<file path="src/hdl/lbr_pkg.sv">
// Shared constants and helpers for the letterbox bilinear resize block.
// Used by lbr_front, lbr_back and the top level; depends on nothing.
package lbr_pkg;

    // Output image side and the fixed-point step of the source coordinate.
    localparam int OUT_SIZE  = 128;
    localparam int OUT_SHIFT = 7;            // log2(OUT_SIZE)
    localparam int FRAC_W    = OUT_SHIFT + 1; // coordinate scale D = 2 * OUT_SIZE
    localparam int WGT_W     = 2 * FRAC_W + 1;
    localparam int ACC_W     = 8 + 2 * FRAC_W;

    // Default frame store geometry.
    localparam int DEF_MAX_WIDTH  = 320;
    localparam int DEF_MAX_HEIGHT = 240;

    // Configuration register indexes.
    localparam logic [1:0] REG_SRC_WIDTH  = 2'd0;
    localparam logic [1:0] REG_SRC_HEIGHT = 2'd1;
    localparam logic [1:0] REG_PIX_FORMAT = 2'd2;

    localparam logic [8:0] RST_SRC_WIDTH  = 9'd320;
    localparam logic [7:0] RST_SRC_HEIGHT = 8'd240;
    localparam logic       RST_PIX_FORMAT = 1'b1;

    // Pixel formats.
    localparam logic FMT_RGB888 = 1'b0;
    localparam logic FMT_RGB565 = 1'b1;

    // Request kinds.
    localparam logic FUNC_LOAD    = 1'b0;
    localparam logic FUNC_COMPUTE = 1'b1;

    // Normalization: q = floor((|t| + 255) / 510) = floor(v / 255), v = (|t|+255) >> 1.
    // floor(v / 255) is estimated by v * ceil(2^24 / 255) >> 24, then corrected once.
    localparam int         NORM_V_W    = 23;
    localparam int         NORM_RCP_W  = 17;
    localparam logic [16:0] NORM_RCP   = 17'd65794;
    localparam int         NORM_SHIFT  = 24;
    localparam int         NORM_PROD_W = NORM_V_W + NORM_RCP_W;

    // Split a stored word into 8-bit R, G, B (R in the top byte).
    function automatic logic [23:0] expand_pixel(input logic [23:0] p, input logic fmt);
        logic [4:0] r5;
        logic [5:0] g6;
        logic [4:0] b5;
        logic [23:0] res;
        r5 = p[15:11];
        g6 = p[10:5];
        b5 = p[4:0];
        if (fmt == FMT_RGB565) begin
            res = {r5, r5[4:2], g6, g6[5:4], b5, b5[4:2]};
        end else begin
            res = p;
        end
        return res;
    endfunction

endpackage

</file>
<file path="src/hdl/lbr_front.sv">
// Front part: accept requests and compute scaled source coordinates.
// Depends on lbr_pkg.
module lbr_front #(
    parameter int DIM_W = 10,
    parameter int NC_W  = 20
) (
    input  logic                aclk,
    input  logic                aresetn,
    input  logic                s_tvalid,
    output logic                s_tready,
    input  logic                func,
    input  logic [23:0]         pixel_value,
    input  logic [6:0]          out_col,
    input  logic [6:0]          out_row,
    input  logic [DIM_W-1:0]    eff_w,
    input  logic [DIM_W-1:0]    eff_h,
    input  logic [DIM_W-1:0]    eff_m,
    output logic                push_valid,
    input  logic                push_ready,
    output logic [2*NC_W+24:0]  push_data
);

    logic              valid_reg;
    logic              func_reg;
    logic [23:0]       pixel_reg;
    logic [6:0]        col_reg, row_reg;
    logic [DIM_W+7:0]  span_x, span_y;
    logic [DIM_W-1:0]  gap_x, gap_y;
    logic signed [NC_W-1:0] nx, ny;

    assign s_tready   = !valid_reg || push_ready;
    assign push_valid = valid_reg;

    // Source coordinate times D: (2c+1)*m - S*(m-w) - S.
    always_comb begin
        span_x = {col_reg, 1'b1} * eff_m;
        span_y = {row_reg, 1'b1} * eff_m;
        gap_x  = eff_m - eff_w;
        gap_y  = eff_m - eff_h;
        nx = $signed(NC_W'(span_x)) - $signed(NC_W'(gap_x) << lbr_pkg::OUT_SHIFT)
             - $signed(NC_W'(lbr_pkg::OUT_SIZE));
        ny = $signed(NC_W'(span_y)) - $signed(NC_W'(gap_y) << lbr_pkg::OUT_SHIFT)
             - $signed(NC_W'(lbr_pkg::OUT_SIZE));
    end

    assign push_data = {func_reg, pixel_reg, nx, ny};

    always_ff @(posedge aclk) begin
        if (!aresetn) begin
            valid_reg <= 1'b0;
        end else if (s_tready) begin
            valid_reg <= s_tvalid;
        end
    end

    always_ff @(posedge aclk) begin
        if (s_tvalid && s_tready) begin
            func_reg  <= func;
            pixel_reg <= pixel_value;
            col_reg   <= out_col;
            row_reg   <= out_row;
        end
    end

endmodule

</file>
<file path="config.mk">
export PLATFORM = sky130hd
export DESIGN_NAME = lbr_front
export DESIGN_NICKNAME = d
export VERILOG_FILES = /design/src/hdl/lbr_pkg.sv /design/src/hdl/lbr_front.sv
export SDC_FILE = /design/constraint.sdc
export NUM_CORES = 1
export LEC_CHECK = 0
export ABC_AREA = 1
export BUFFER_PORTS_ARGS = -buffer_cell sky130_fd_sc_hd__buf_2
export CAP_MARGIN = 0
export CORE_MARGIN = 5
export CORE_UTILIZATION = 54
export DETAILED_ROUTE_END_ITERATION = 10
export HOLD_SLACK_MARGIN = 0.03
export PLACE_DENSITY = 0.79
export SYNTH_ARGS = -nofsm -noshare
export SYNTH_HDL_FRONTEND = slang
export SYNTH_SLANG_ARGS = --single-unit
</file>
<file path="constraint.sdc">
create_clock -name aclk -period 5.8 [get_ports aclk]
set_input_delay 0.29 -clock aclk [delete_from_list [all_inputs] [get_ports aclk]]
set_output_delay 0.29 -clock aclk [all_outputs]
set_load 0.05 [all_outputs]
</file>
==> results.yml <==
status:
  status: "complete, no violations"
yosys:
  ys_ff_latch: 40
  synthArstFlopShare_pct: 0
  syn_area_mm2: 0.00892
  ys.flop_type: "edfxtp_1"
  synthesis.nets: 1499
  syn_inst: 1216
  synth-edff-count: 39
  syn_area_per_cell_um2: 7.34
  synth.distinct_cells: 33
  synth_warnings: 0
  seq_area_frac_synth_pct: 13.3
global_routing:
  grt_max_degree: 40
  antenna_found_initial: 1
  grt.overflow.total: 0
  grt_pass1_vias: 7548
  grt.total_usage_pct: 20.8
  grt_pass1_wl_um: 33800
detailed_routing:
  wl_per_cell_um: 12.7
  route.vias.total: 7631
  first_pass_iters: 5
  dr.first_iter.drc_count: 452
  wirelength_um: 19900
  vias_per_cell: 4.88
  drt.antenna.violating_nets: 0
  drc: 0
floorplanning:
  initial_core_util_pct: 54.4
  dieHeight_um: 139
  ios: 140
  chipWidth_um: 139
  dieArea_mm2: 0.0192
  core_mm2: 0.0164
  rows: 47
place:
  gp_congestion: 0.919
  dp_hpwl_um: 16900
  place_area_mm2: 0.00986
  port_buffers: 139
min_path:
  hp-class: "primary input to register"
  hold_depth: 1
timing:
  hold_viol: 0
  maxSlewViolCount: 0
  worstMarginPinSlew_ns: 1.19
  max_clock_freq_ghz: 0.180
  final.setup_skew_ns: 0.00340
  period_needed_ns: 5.55
  period_share_pct: 95.6
  slew_headroom_pct: 20.6
  hold_ws_ns: 0.176
  finalSetupViolCount: 0
clock_tree:
  cts.sinks: 40
  clock_latency_ns: 0.28
  cts_buffers: 5
  path_clk_slew_ns: 0.06
  tritoncts: "done"
  clockBufferDepth: 2
  clockRootBuffer: "clkbuf_16"
  cts_hold_buffers: 0
  cts_max_level: 2
setup_path:
  worstPathMaxFanout: 5
  reg2reg_depth: 1
  start_kind: "primary input"
  worstPathArrival_ns: 5.26
  reg2reg_setup_slack_ns: 4.11
  worstPathRequired_ns: 5.51
  crit_type: "primary input to output pin"
  cp-end-kind: "output pin"
layout:
  fillers: 1401
  final_cell_mix: "inv_1, nand2_1, buf_2"
  fin_area_mm2: 0.0103
  register_area_mm2: 0.00119
  largest_reg_flops: 24
  final_common_cell: "inv_1"
  drive_above_1_share_pct: 17.4
  layout.nets: 1627
  area_delta_synth_final_pct: 15.4
  multi_input_area_mm2: 0.00643
  num_antenna_cells: 0
run:
  drv_cap: 0
-- layout make-up --
cell class                      instances  area share (%)
Inverter                              374            13.6
Clock inverter                          3           0.450
Multi-Input combinational cell        774            62.5
Clock buffer                            5            1.22
Sequential cell                        40            11.6
Tap cell                              220            2.67
Timing Repair Buffer                  149            7.96
-- final timing paths --
path                   end            from
max          push_data[37]        eff_m[0]
min           pixel_reg[0]  pixel_value[0]
max reg2reg  pixel_reg[19]      push_valid
min reg2reg     push_valid      push_valid
-- worst max-delay path: stages --
cell and delay [ns]:
buf_2 0.13, inv_2 0.08, ha_4 0.14, inv_1 0.08, fa_2 0.54, inv_1 0.06, fa_1 0.53, inv_1 0.05
fa_1 0.52, fa_1 0.54, inv_1 0.05, fa_1 0.47, ha_1 0.36, nand2_1 0.14, inv_1 0.05, nand2_1 0.13
nand4_1 0.17, nand2_4 0.14, nand2_1 0.05, nor2_1 0.13, nand2_2 0.10, nor2_2 0.11, nand3_1 0.10, nand2_1 0.08
buf_4 0.19
-- metal layers --
| layer | share of wire [%] | vias up | track usage (%) |
|---|---|---|---|
| met3 | 8.9 | 28 | 4.28 |
| met1 | 42 | 3543 | 27.9 |
| met4 | 1.5 | 2 | 4.32 |
| li1 | - | 3779 | - |
| met2 | 47 | 279 | 35.4 |
| met5 | 0.060 | - | 0 |
-- synthesized netlist by cell type, types with 3 or more instances --
library cell	number	area (um^2)
edfxtp_1	39	1170
xor2_2	3	48.8
nor2_1	37	139
clkbuf_1	25	93.8
fa_1	126	2520
xnor2_1	13	114
o21ai_0	8	40.0
nand3_2	5	50.1
ha_1	84	1050
nor2_2	6	37.5
nand2_2	13	81.3
nand3_1	51	255
xor2_1	21	184
inv_1	373	1400
nand2_1	345	1290
buf_4	3	22.5
a21oi_1	30	150
nand4_1	13	81.3
-- kinds of logic after synthesis --
kind of cell	Yosys count	synth area share, %
flops	40	13.3
fa+ha+maj	210	40.0
xor+xnor	37	3.88
buf+inv	402	17.0
simple gates	481	22.9
compound gates	46	2.83
-- repair_timing --
| item | in CTS | in global routing |
|---|---|---|
| resized for setup | 5 | 67 |
| pin swaps | 0 | 8 |
| setup buffers | 0 | 1 |
| setup endpoints to repair | 5 | 14 |
-- metrics by stage --
| stage | instances | util (%) | TNS (ns) | worst slack, ns |
|---|---|---|---|---|
| floorplan | 1216 | - | 0 | 0.0270 |
| global placement | 1556 | 60.1 | 0 | 0.0936 |
| detailed placement | 1556 | 60.1 | -0.143 | -0.0622 |
| CTS | 1564 | 61.2 | 0 | 0.0116 |
| global route | 1565 | 62.8 | -0.0226 | -0.00713 |
| finish | 1565 | 62.8 | 0 | 0.253 |
Power is not shown: default switching activity piles up to over one toggle a cycle in this logic, so the estimate is an artifact.
