**src/hdl/lbr_fifo.sv**
```systemverilog
// Small register queue between the front and back parts.
// Standalone; no package dependency.
module lbr_fifo #(
    parameter int WIDTH = 64,
    parameter int DEPTH = 4
) (
    input  logic             aclk,
    input  logic             aresetn,
    input  logic             push_valid,
    output logic             push_ready,
    input  logic [WIDTH-1:0] push_data,
    output logic             pop_valid,
    input  logic             pop,
    output logic [WIDTH-1:0] pop_data
);

    localparam int PTR_W = (DEPTH > 1) ? $clog2(DEPTH) : 1;
    localparam int CNT_W = $clog2(DEPTH + 1);

    logic [WIDTH-1:0] entry_reg [DEPTH];
    logic [PTR_W-1:0] wr_ptr_reg, wr_ptr_next;
    logic [PTR_W-1:0] rd_ptr_reg, rd_ptr_next;
    logic [CNT_W-1:0] count_reg, count_next;
    logic             do_push, do_pop;

    assign push_ready = (count_reg < CNT_W'(DEPTH));
    assign pop_valid  = (count_reg != '0);
    assign pop_data   = entry_reg[rd_ptr_reg];
    assign do_push    = push_valid && push_ready;
    assign do_pop     = pop && pop_valid;

    always_comb begin
        wr_ptr_next = wr_ptr_reg;
        rd_ptr_next = rd_ptr_reg;
        count_next  = count_reg;
        if (do_push) begin
            wr_ptr_next = (wr_ptr_reg == PTR_W'(DEPTH - 1)) ? '0 : wr_ptr_reg + 1'b1;
        end
        if (do_pop) begin
            rd_ptr_next = (rd_ptr_reg == PTR_W'(DEPTH - 1)) ? '0 : rd_ptr_reg + 1'b1;
        end
        if (do_push && !do_pop) begin
            count_next = count_reg + 1'b1;
        end else if (do_pop && !do_push) begin
            count_next = count_reg - 1'b1;
        end
    end

    always_ff @(posedge aclk) begin
        if (!aresetn) begin
            wr_ptr_reg <= '0;
            rd_ptr_reg <= '0;
            count_reg  <= '0;
        end else begin
            wr_ptr_reg <= wr_ptr_next;
            rd_ptr_reg <= rd_ptr_next;
            count_reg  <= count_next;
        end
    end

    always_ff @(posedge aclk) begin
        if (do_push) begin
            entry_reg[wr_ptr_reg] <= push_data;
        end
    end

endmodule

```
**config.mk**
```make
export PLATFORM = sky130hd
export DESIGN_NAME = lbr_fifo
export DESIGN_NICKNAME = d
export VERILOG_FILES = /design/src/hdl/lbr_fifo.sv
export SDC_FILE = /design/constraint.sdc
export NUM_CORES = 1
export LEC_CHECK = 0
export BUFFER_PORTS_ARGS = -buffer_cell sky130_fd_sc_hd__buf_2
export CAP_MARGIN = 20
export CORE_MARGIN = 3
export CORE_UTILIZATION = 60
export CTS_BUF_LIST = sky130_fd_sc_hd__clkbuf_2 sky130_fd_sc_hd__clkbuf_4 sky130_fd_sc_hd__clkbuf_8
export CTS_CLUSTER_SIZE = 8
export DETAILED_ROUTE_END_ITERATION = 6
export HOLD_SLACK_MARGIN = 0.06
export PLACE_DENSITY = 0.82
export SETUP_SLACK_MARGIN = 0.2
export SYNTH_ARGS = -nofsm -noshare
export SYNTH_HDL_FRONTEND = slang
export SYNTH_SLANG_ARGS = --single-unit
```
**constraint.sdc**
```tcl
create_clock -name aclk -period 8.2 [get_ports aclk]
set_input_delay 1.23 -clock aclk [delete_from_list [all_inputs] [get_ports aclk]]
set_output_delay 1.23 -clock aclk [all_outputs]
set_load 0.02 [all_outputs]
```
==> metrics.csv, run 1 <==
stage,metric,value,unit
finish,max FFs per register,256,
yosys,synthesized net count,457,
timing,Fin. Hold Viols,0,
critical_path,critical path class,reg -> out,
pwr,clock power share,0.305,
routing,Detail Route Antenna Nets,0,
critical_path,"setup slack, reg-to-reg",5.76,ns
yosys,Syn. warnings,0,
job,maxcap violations,0,
finish,Synth-to-Final Area Change,16.8,%
timing,Fmax,0.253,GHz
critical_path,CP Data Required Time,6.97,ns
global_route,largest net degree at the start of global routing,65,
yosys,Compound-Gate Fraction of Synth Area,0.00307,
clock_tree,"Clk Latency, worst-skew pair",0.52,ns
pwr,switching part of the total,0.273,
floorplan,Initial Util,0.613,
pwr,internal power,2630,µW
routing,Residual DRC,0,
pwr,Pleak,0.00389,µW
clock_tree,TritonCTS clock tree,done,
yosys,Adder-Cell Fraction of Synth Area,0.00973,
yosys,Synth Area in Simple Gates,0.00960,
timing,Tmin final,3.95,ns
clock_tree,# hold bufs at CTS,0,
clock_tree,H-tree Lvls,2,
timing,Fin Clk Skew,0.0145,ns
yosys,mux share of post-synthesis cell area,0.152,
timing,RSZ-0062 raised after global routing,no,
yosys,Mean Syn Cell Area,25.6,µm²
yosys,top-area cell type share of the netlist area,0.786,
clock_tree,post-CTS setup buffer count,0,
timing,Worst Tran Pin Value,0.983,ns
global_route,initial antenna violation count,0,
placement,DPL Wire Length,9220,µm
critical_path,reg2reg end,count_reg[2],
yosys,"Distinct cells, synth",23,
finish,"Core Util, Final",0.716,
pwr,combinational fraction of design power,0.218,
yosys,largest family of logic cells by synthesized area,multiplexers,
yosys,Synth Instances,382,
placement,gp weighted congestion,0.728,
critical_path,critical path startpoint category,flip-flop,
timing,fin crit share,0.482,
placement,Port Buffers,133,
routing,Routed WL,16400,µm
yosys,"FF+latch count, synth",265,
floorplan,die height,134,µm
floorplan,FP Rows,46,
pwr,Sequential Power Share,0.477,
timing,Final Setup Violations,0,
finish,Final #Nets,620,
timing,Max-Slew Margin vs Limit,0.345,
yosys,register area share after synthesis,0.805,
routing,DR WL/cell,20.7,µm
clock_tree,clock buffer depth,3,
critical_path,CP Data Arrival Time,2.72,ns
finish,cell area after layout,0.0114,mm²
worst_hold_path,Hold Crit Start,rd_ptr_reg[1],
timing,setup_tns,0,ns
routing,via density per instance,5.63,
routing,1st-iter DRT viols,212,
finish,FF/Latch Area,0.00788,mm²
worst_hold_path,WHS Path Cells,2,
finish,n_diodes,0,
placement,Placed Instance Area,0.0106,mm²
global_route,grt total ovfl,0,
floorplan,IO Count,134,
global_route,GRT Total Usage,0.190,
yosys,post-synthesis xor/xnor area fraction,0.00179,
routing,DR vias,4446,
clock_tree,TritonCTS Sinks,265,
finish,filler instances,955,
global_route,first-pass GRT wire length,26000,µm
routing,Initial DRT Pass Iterations,4,
run_status,run status,"finished, final reports clean",
critical_path,r2r startpoint,count_reg[0],
timing,Final WS setup,4.25,ns
floorplan,die width,134,µm
clock_tree,CTS root buf,clkbuf_8,
finish,layout cell share with drive strength beyond 1,0.472,
yosys,"area leader, netlist",edfxtp_1,
yosys,"top cells by area, synth","edfxtp_1, mux4_2, dfxtp_1, buf_12, mux4_1",
critical_path,CP max FO,39,
floorplan,core area,0.0159,mm²
pwr,Pwr Density,316,mW/mm²
clock_tree,Clock transition at path regs,0.06,ns
critical_path,kind of end point of the critical path,output pin,
clock_tree,TritonCTS buffer count,42,
timing,Max Slew Vio Count,0,
clock_tree,post-CTS resize count,0,
critical_path,Reg2Reg Depth,7,
worst_hold_path,Hold WC Path Type,reg -> reg,
global_route,vias in the first global route,4831,
floorplan,die area,0.0179,mm²
yosys,Post-Syn Area,0.00978,mm²
pwr,switching power total,985,µW
pwr,maximum vdd drop,0.165,mV
finish,Multi-input gate area,0.00173,mm²
placement,pre-CTS WS,4.69,ns
-- per-stage QoR --
stage	hold WS, ns	total power (µW)	instances
after floorplan	0.478	2350	382
after global placement	0.491	2530	717
final	0.529	3610	790
after CTS	0.534	3660	790
after detailed placement	0.523	2560	717
after global routing	0.600	3770	790
-- worst max-delay path, cell delays in order, from the launching register on --
cell     delay, ns
dfxtp_4       0.68
buf_4         0.69
mux4_2        0.61
buf_2         0.18
-- power by group through the flow --
| stage | logic, µW | clock network, µW | registers, µW |
|---|---|---|---|
| final | 788 | 1100 | 1720 |
| after global routing | 843 | 1190 | 1740 |
| after CTS | 803 | 1130 | 1730 |
| after detailed placement | 800 | 0 | 1760 |
| after global placement | 789 | 0 | 1740 |
| after floorplan | 655 | 0 | 1690 |
-- cells by family after synthesis --
group                      Yosys count
AOI/OAI and AO/OA                    5
buffers and inverters               19
and+or+nand+nor                     17
muxes                               67
xor gates and xnor gates             2
adders and majority gates            7
DFF                                265
-- worst max path at each step --
stage / slack, ns / cells past startpoint / endpoint / startpoint
after floorplan: 4.75 / 3 / entry_reg[0][0] / push_valid
after global placement: 4.68 / 3 / pop_data[21] / flip-flop
after detailed placement: 4.69 / 3 / pop_data[54] / flip-flop
after CTS: 4.13 / 3 / pop_data[54] / flip-flop
after global routing: 3.98 / 3 / pop_data[21] / flip-flop
final: 4.25 / 3 / pop_data[54] / flip-flop
-- layer usage --
metal | track usage | share of wire | vias to the layer above
met1 | 0.257 | 0.42 | 2300
met5 | 0 | 0 | -
met2 | 0.306 | 0.50 | 155
met3 | 0.0529 | 0.065 | 32
met4 | 0.0623 | 0.022 | 0
li1 | - | - | 1959
-- cell usage in the layout (no fill, tap or decap) --
cell type / count
clkbuf_4: 21
buf_4: 1
dfxtp_1: 7
or3_1: 2
fa_1: 1
edfxtp_1: 256
clkinv_1: 2
buf_2: 133
a21boi_0: 1
clkbuf_8: 50
o21ai_0: 3
mux4_2: 60
o31ai_1: 1
xor2_1: 1
inv_1: 4
nand3_1: 2
and2_4: 4
mux2i_1: 3
xnor2_1: 1
nor2_1: 2
nand2_1: 2
and2_1: 1
mux4_1: 4
ha_1: 6
dfxtp_4: 2
nor2b_1: 4
-- final cells by class --
type                       count  area share
clock buffer                  71      0.0741
clock inverter                 2    0.000657
inverter                       4     0.00131
multi-input combinational     98       0.152
sequential                   265       0.690
tap                          216      0.0237
timing repair buffer         134      0.0589
-- synth_stat cells, drive strengths merged --
cell    count
edfxtp    256
mux4       64
buf        14
dfxtp       9
ha          6
and2        5
inv         4
nor2b       4
mux2i       3
o21ai       3
nand2       2
nand3       2
nor2        2
or3         2
a21boi      1
clkbuf      1
fa          1
o31ai       1
xnor2       1
xor2        1
Note: power is estimated with default switching activity, not from simulation.
==> inputs of run 2 (changes only) <==
--- a/config.mk
+++ b/config.mk
@@ -8,12 +8,12 @@
 export BUFFER_PORTS_ARGS = -buffer_cell sky130_fd_sc_hd__buf_2
 export CAP_MARGIN = 20
 export CORE_MARGIN = 3
-export CORE_UTILIZATION = 60
+export CORE_UTILIZATION = 53
 export CTS_BUF_LIST = sky130_fd_sc_hd__clkbuf_2 sky130_fd_sc_hd__clkbuf_4 sky130_fd_sc_hd__clkbuf_8
 export CTS_CLUSTER_SIZE = 8
 export DETAILED_ROUTE_END_ITERATION = 6
 export HOLD_SLACK_MARGIN = 0.06
-export PLACE_DENSITY = 0.82
+export PLACE_DENSITY = 0.76
 export SETUP_SLACK_MARGIN = 0.2
 export SYNTH_ARGS = -nofsm -noshare
 export SYNTH_HDL_FRONTEND = slang
==> constraint.sdc (replaced) <==
create_clock -name aclk -period 3.5 [get_ports aclk]
set_input_delay 0.525 -clock aclk [delete_from_list [all_inputs] [get_ports aclk]]
set_output_delay 0.525 -clock aclk [all_outputs]
set_load 0.02 [all_outputs]
==> run 2 against run 1 <==
Total power is 140% higher. Final area is 0.96% higher. Non-clock buffer count is 6 higher. Routed wire length is 5.2% higher. Count of clock-buffer cells in the layout is 6 lower. Flip-flop and latch count stayed put. Utilization is 7.7 points lower. Critical path type unchanged. Largest power group unchanged. Highest routed layer is now met5.
==> metrics.csv, run 2 (synthesis results as in run 1) <==
stage,metric,value,unit,change
run_status,run status,"finished, final reports clean",,
clock_tree,post-CTS setup buffer count,0,,unchanged
global_route,initial antenna violation count,2,,+2
critical_path,kind of end point of the critical path,output pin,,
finish,Final #Nets,627,,+1.1%
worst_hold_path,hold endpoint,entry_reg[2][5],,
critical_path,CP Data Required Time,2.97,ns,-4.00 ns
placement,pre-CTS WS,1.00,ns,-3.69 ns
global_route,grt total ovfl,0,,unchanged
clock_tree,"Clk Latency, worst-skew pair",0.52,ns,about the same
routing,1st-iter DRT viols,269,,+27%
routing,Routed WL,17200,µm,+5.2%
worst_hold_path,Hold WC Path Type,in -> reg,,
timing,Tmin final,2.83,ns,
timing,Fin. Hold Viols,0,,unchanged
finish,"commonest non-fill, non-tap cells in the layout","edfxtp_1, buf_2, mux4_2",,
job,maxcap violations,0,,unchanged
placement,DPL Wire Length,10300,µm,+11%
floorplan,core area,0.0180,mm²,+13%
placement,gp weighted congestion,0.721,,-0.88%
finish,n_diodes,0,,unchanged
routing,Detail Route Antenna Nets,0,,unchanged
floorplan,FP Rows,49,,+6.5%
global_route,first-pass GRT wire length,27100,µm,+4.2%
critical_path,Reg2Reg Depth,7,,unchanged
clock_tree,clock buffer depth,3,,unchanged
routing,Residual DRC,0,,unchanged
finish,Synth-to-Final Area Change,17.9,%,
worst_hold_path,Hold Crit Start,push_data[5],,
clock_tree,TritonCTS Sinks,265,,unchanged
critical_path,CP max FO,28,,-28%
finish,"Core Util, Final",0.640,,-0.0766
finish,max FFs per register,256,,unchanged
clock_tree,CTS root buf,clkbuf_8,,
finish,Multi-input gate area,0.00173,mm²,unchanged
timing,fin crit share,0.807,,
routing,DR vias,4505,,+1.3%
timing,Final Setup Violations,0,,unchanged
routing,Initial DRT Pass Iterations,4,,unchanged
routing,via density per instance,5.57,,-1.1%
worst_hold_path,WHS Path Cells,1,,-1
floorplan,die width,142,µm,+6.1%
finish,FF/Latch Area,0.00788,mm²,unchanged
critical_path,critical path class,reg -> out,,
floorplan,die area,0.0201,mm²,+13%
placement,Port Buffers,133,,unchanged
pwr,Pleak,0.00393,µW,+0.94%
global_route,largest net degree at the start of global routing,65,,unchanged
timing,setup_tns,0,ns,unchanged
clock_tree,Clock transition at path regs,0.06,ns,about the same
routing,DR WL/cell,21.3,µm,+2.7%
finish,filler instances,1227,,+28%
global_route,vias in the first global route,4986,,+3.2%
clock_tree,post-CTS resize count,0,,unchanged
pwr,Pwr Density,739,mW/mm²,+130%
timing,Fin Clk Skew,0.0130,ns,-0.00151 ns
critical_path,critical path startpoint category,flip-flop,,
timing,Worst Tran Pin Value,0.961,ns,-0.0224 ns
timing,Final WS setup,0.675,ns,-3.57 ns
timing,Max-Slew Margin vs Limit,0.359,,+0.0149
clock_tree,# hold bufs at CTS,0,,unchanged
critical_path,r2r startpoint,count_reg[0],,
critical_path,reg2reg end,count_reg[2],,
clock_tree,TritonCTS buffer count,43,,+2.4%
critical_path,"setup slack, reg-to-reg",1.11,ns,-4.65 ns
clock_tree,H-tree Lvls,2,,unchanged
finish,layout cell share with drive strength beyond 1,0.471,,-0.00144
finish,"most common cell after layout, fill and taps aside",edfxtp_1,,
critical_path,CP Data Arrival Time,2.30,ns,-0.42 ns
global_route,GRT Total Usage,0.176,,-0.0133
pwr,maximum vdd drop,0.421,mV,+150%
timing,Max Slew Vio Count,0,,unchanged
floorplan,Initial Util,0.542,,-0.0708
timing,Fmax,0.354,GHz,
timing,Hold Slack,0.225,ns,-0.304 ns
floorplan,IO Count,134,,unchanged
clock_tree,TritonCTS clock tree,done,,
timing,RSZ-0062 raised after global routing,no,,
floorplan,die height,142,µm,+6.1%
==> run 2: power by group <==
group          leakage, µW  switching [µW]  internal [µW]
Combinational      0.00106            1040            868
Clock             0.000448            1080           1490
Sequential         0.00242             215           3830
==> run 2: metal layers <==
layer | GRT usage | part of all wire | vias up
li1 | - | - | 1973
met1 | 0.235 | 0.40 | 2332
met2 | 0.281 | 0.51 | 156
met3 | 0.0533 | 0.065 | 40
met4 | 0.0621 | 0.025 | 4
met5 | 0 | 0.0012 | -
==> run 2: final cells by class <==
| class | instances | area share |
|---|---|---|
| Multi-Input combinational cell | 98 | 0.150 |
| Timing Repair Buffer | 140 | 0.0677 |
| Tap cell | 229 | 0.0249 |
| Clock inverter | 8 | 0.00499 |
| Clock buffer | 65 | 0.0678 |
| Sequential cell | 265 | 0.683 |
| Inverter | 4 | 0.00130 |
==> run 2: metrics by stage <==
| step | power (µW) | std cells | cell area [µm²] |
|---|---|---|---|
| global placement | 6010 | 736 | 10700 |
| floorplan | 5500 | 382 | 9780 |
| global route | 8920 | 809 | 11500 |
| finish | 8510 | 809 | 11500 |
| detailed placement | 6070 | 736 | 10700 |
| CTS | 8650 | 809 | 11500 |
==> run 2: critical path, cell delays in order (launching register included) <==
cell and delay [ns]:
dfxtp_4 0.74, buf_12 0.28, mux4_1 0.57, buf_2 0.18
==> run 2: worst max path at each step <==
stage          slack (ns)              end
6_report             0.67     pop_data[51]
3_3_place_gp         1.12     count_reg[2]
2_1_floorplan        0.75  entry_reg[0][0]
5_1_grt              0.47     pop_data[51]
3_5_place_dp         1.00     count_reg[2]
4_1_cts              0.55     pop_data[51]
==> inputs of run 3 (changes only) <==
--- a/config.mk
+++ b/config.mk
@@ -8,12 +8,12 @@
 export BUFFER_PORTS_ARGS = -buffer_cell sky130_fd_sc_hd__buf_2
 export CAP_MARGIN = 20
 export CORE_MARGIN = 3
-export CORE_UTILIZATION = 53
+export CORE_UTILIZATION = 59
 export CTS_BUF_LIST = sky130_fd_sc_hd__clkbuf_2 sky130_fd_sc_hd__clkbuf_4 sky130_fd_sc_hd__clkbuf_8
 export CTS_CLUSTER_SIZE = 8
 export DETAILED_ROUTE_END_ITERATION = 6
 export HOLD_SLACK_MARGIN = 0.06
-export PLACE_DENSITY = 0.76
+export PLACE_DENSITY = 0.81
 export SETUP_SLACK_MARGIN = 0.2
 export SYNTH_ARGS = -nofsm -noshare
 export SYNTH_HDL_FRONTEND = slang
==> constraint.sdc (replaced) <==
create_clock -name aclk -period 2.8 [get_ports aclk]
set_input_delay 0.42 -clock aclk [delete_from_list [all_inputs] [get_ports aclk]]
set_output_delay 0.42 -clock aclk [all_outputs]
set_load 0.02 [all_outputs]
==> run 3 against run 2 <==
Hold slack got worse by 0.12 ns. Cell count fell by 0.87%. Critical path depth unchanged. Total power rose by 24%. Global-route usage up 1.7 points. Largest power group unchanged.
==> metrics.csv, run 3 (synthesis results as in run 1) <==
stage,metric,value,unit,change
run_status,run status,"finished, final reports clean",,
pwr,switching part of the total,0.274,,-0.000283
routing,Detail Route Antenna Nets,0,,unchanged
finish,Multi-input gate area,0.00173,mm²,unchanged
routing,1st-iter DRT viols,276,,+2.6%
routing,DR WL/cell,21.2,µm,-0.36%
global_route,met1 GRT Util,0.250,,+0.0149
critical_path,CP Data Required Time,2.38,ns,-0.59 ns
placement,Port Buffers,133,,unchanged
routing,Initial DRT Pass Iterations,4,,unchanged
placement,gp weighted congestion,0.739,,+2.5%
floorplan,IO Count,134,,unchanged
pwr,combinational fraction of design power,0.243,,+0.019
finish,max FFs per register,256,,unchanged
timing,Fin. Hold Viols,0,,unchanged
critical_path,CP max stage cell,dfxtp_4,,
global_route,first-pass GRT wire length,26600,µm,-2.0%
finish,n_diodes,0,,unchanged
finish,FF/Latch Area,0.00788,mm²,unchanged
timing,Final Setup Violations,0,,unchanged
finish,Synth-to-Final Area Change,18.2,%,
timing,setup_tns,0,ns,unchanged
finish,filler instances,927,,-24%
pwr,maximum vdd drop,0.597,mV,+42%
floorplan,Initial Util,0.609,,+0.0664
critical_path,"delay-heaviest family, CP",flip-flops,,
placement,DPL Wire Length,10500,µm,+2.5%
job,maxcap violations,0,,unchanged
routing,Residual DRC,0,,unchanged
clock_tree,H-tree Lvls,2,,unchanged
clock_tree,# hold bufs at CTS,0,,unchanged
critical_path,critical-path cell list,"buf_12, mux4_1, buf_2",,
pwr,switching power total,2890,µW,+24%
timing,Worst Tran Pin Value,0.551,ns,-0.410 ns
routing,Routed WL,17000,µm,-1.2%
pwr,Tot Pwr,10600,µW,+24%
clock_tree,"Clk Latency, worst-skew pair",0.51,ns,about the same
critical_path,CP bufs+invs,2,,unchanged
pwr,Pwr Density,914,mW/mm²,+24%
clock_tree,TritonCTS clock tree,done,,
global_route,GRT busiest layer,met2,,
clock_tree,Clock transition at path regs,0.06,ns,about the same
global_route,largest net degree at the start of global routing,40,,-38%
floorplan,die height,135,µm,-5.0%
critical_path,kind of end point of the critical path,output pin,,
timing,Fin Clk Skew,0.0116,ns,-0.00136 ns
timing,Max Slew Vio Count,0,,unchanged
pwr,Sequential Power Share,0.469,,-0.006
timing,Fmax,0.408,GHz,
global_route,GR Layer Usage met2,0.329,,+0.0477
pwr,clock power share,0.288,,-0.013
global_route,met3 usage,0.0529,,-0.000346
global_route,grt total ovfl,0,,unchanged
timing,RSZ-0062 raised after global routing,no,,
timing,fin crit share,0.875,,
finish,Final #Nets,633,,+0.96%
global_route,initial antenna violation count,2,,unchanged
clock_tree,TritonCTS Sinks,265,,unchanged
routing,via density per instance,5.55,,-0.40%
worst_hold_path,Hold WC Path Type,in -> reg,,
pwr,internal power,7670,µW,+24%
floorplan,core area,0.0161,mm²,-11%
timing,Max-Slew Margin vs Limit,0.630,,+0.270
floorplan,FP Rows,46,,-6.1%
critical_path,critical path class,reg -> out,,
timing,Tmin final,2.45,ns,
critical_path,CP max FO,34,,+21%
pwr,Pleak,0.00396,µW,+0.76%
critical_path,CP Data Arrival Time,2.03,ns,-0.27 ns
clock_tree,clock buffer depth,3,,unchanged
finish,"commonest non-fill, non-tap cells in the layout","edfxtp_1, buf_2, mux4_2",,
finish,layout cell share with drive strength beyond 1,0.485,,+0.0140
floorplan,die area,0.0182,mm²,-9.7%
floorplan,die width,135,µm,-5.0%
clock_tree,CTS root buf,clkbuf_8,,
global_route,vias in the first global route,4787,,-4.0%
clock_tree,TritonCTS buffer count,41,,-4.7%
global_route,GRT Total Usage,0.193,,+0.0167
routing,DR vias,4448,,-1.3%
critical_path,critical path startpoint category,flip-flop,,
finish,"most common cell after layout, fill and taps aside",edfxtp_1,,
critical_path,Max stage delay on crit path,0.66,ns,-0.08 ns
==> run 3: timing repair <==
item | CTS | global route
setup buffers | 0 | 4
setup endpoints to repair | 0 | 14
hold endpoints to repair | 0 | 0
resized for setup | 0 | 1
==> run 3: path summary, 6_finish.rpt <==
kind,endpoint,slack (ns),cells after the start,start
worst max-delay path,pop_data[52],0.35,3,flip-flop
worst min-delay path,entry_reg[0][55],0.11,1,push_data[55]
worst max register to register,count_reg[2],0.40,7,count_reg[0]
worst min register to register,rd_ptr_reg[1],0.56,2,rd_ptr_reg[1]
==> run 3: through the flow <==
step / util / hold WS, ns / setup slack, ns / cells / area [µm²]
2_1_floorplan: - / 0.478 / 0.703 / 382 / 9780
6_report: 0.720 / 0.110 / 0.350 / 802 / 11600
5_1_grt: 0.720 / 0.0795 / 0.247 / 802 / 11600
3_3_place_gp: 0.668 / 0.509 / 0.629 / 727 / 10700
4_1_cts: 0.718 / 0.0779 / 0.213 / 798 / 11500
3_5_place_dp: 0.668 / 0.550 / 0.372 / 727 / 10700
==> run 3: metal layers <==
layer	vias up	routed length [µm]
li1	1982	-
met1	2311	6630
met2	130	9180
met3	21	968
met4	4	208
met5	-	21
==> run 3: power by group through the flow <==
stage | logic [µW] | clock network, µW | registers (µW)
global route | 2730 | 3330 | 4990
global placement | 2510 | 0 | 5020
CTS | 2560 | 3130 | 4980
finish | 2570 | 3040 | 4950
detailed placement | 2560 | 0 | 5060
floorplan | 1920 | 0 | 4940
==> run 3: final cells by class <==
cell class              instances  share of cell area
well taps                     216              0.0234
clock inverters                 3             0.00141
repair buffers                148              0.0752
clock buffers                  68              0.0674
inverters                       4             0.00130
flip-flops and latches        265               0.681
multi-input cells              98               0.150
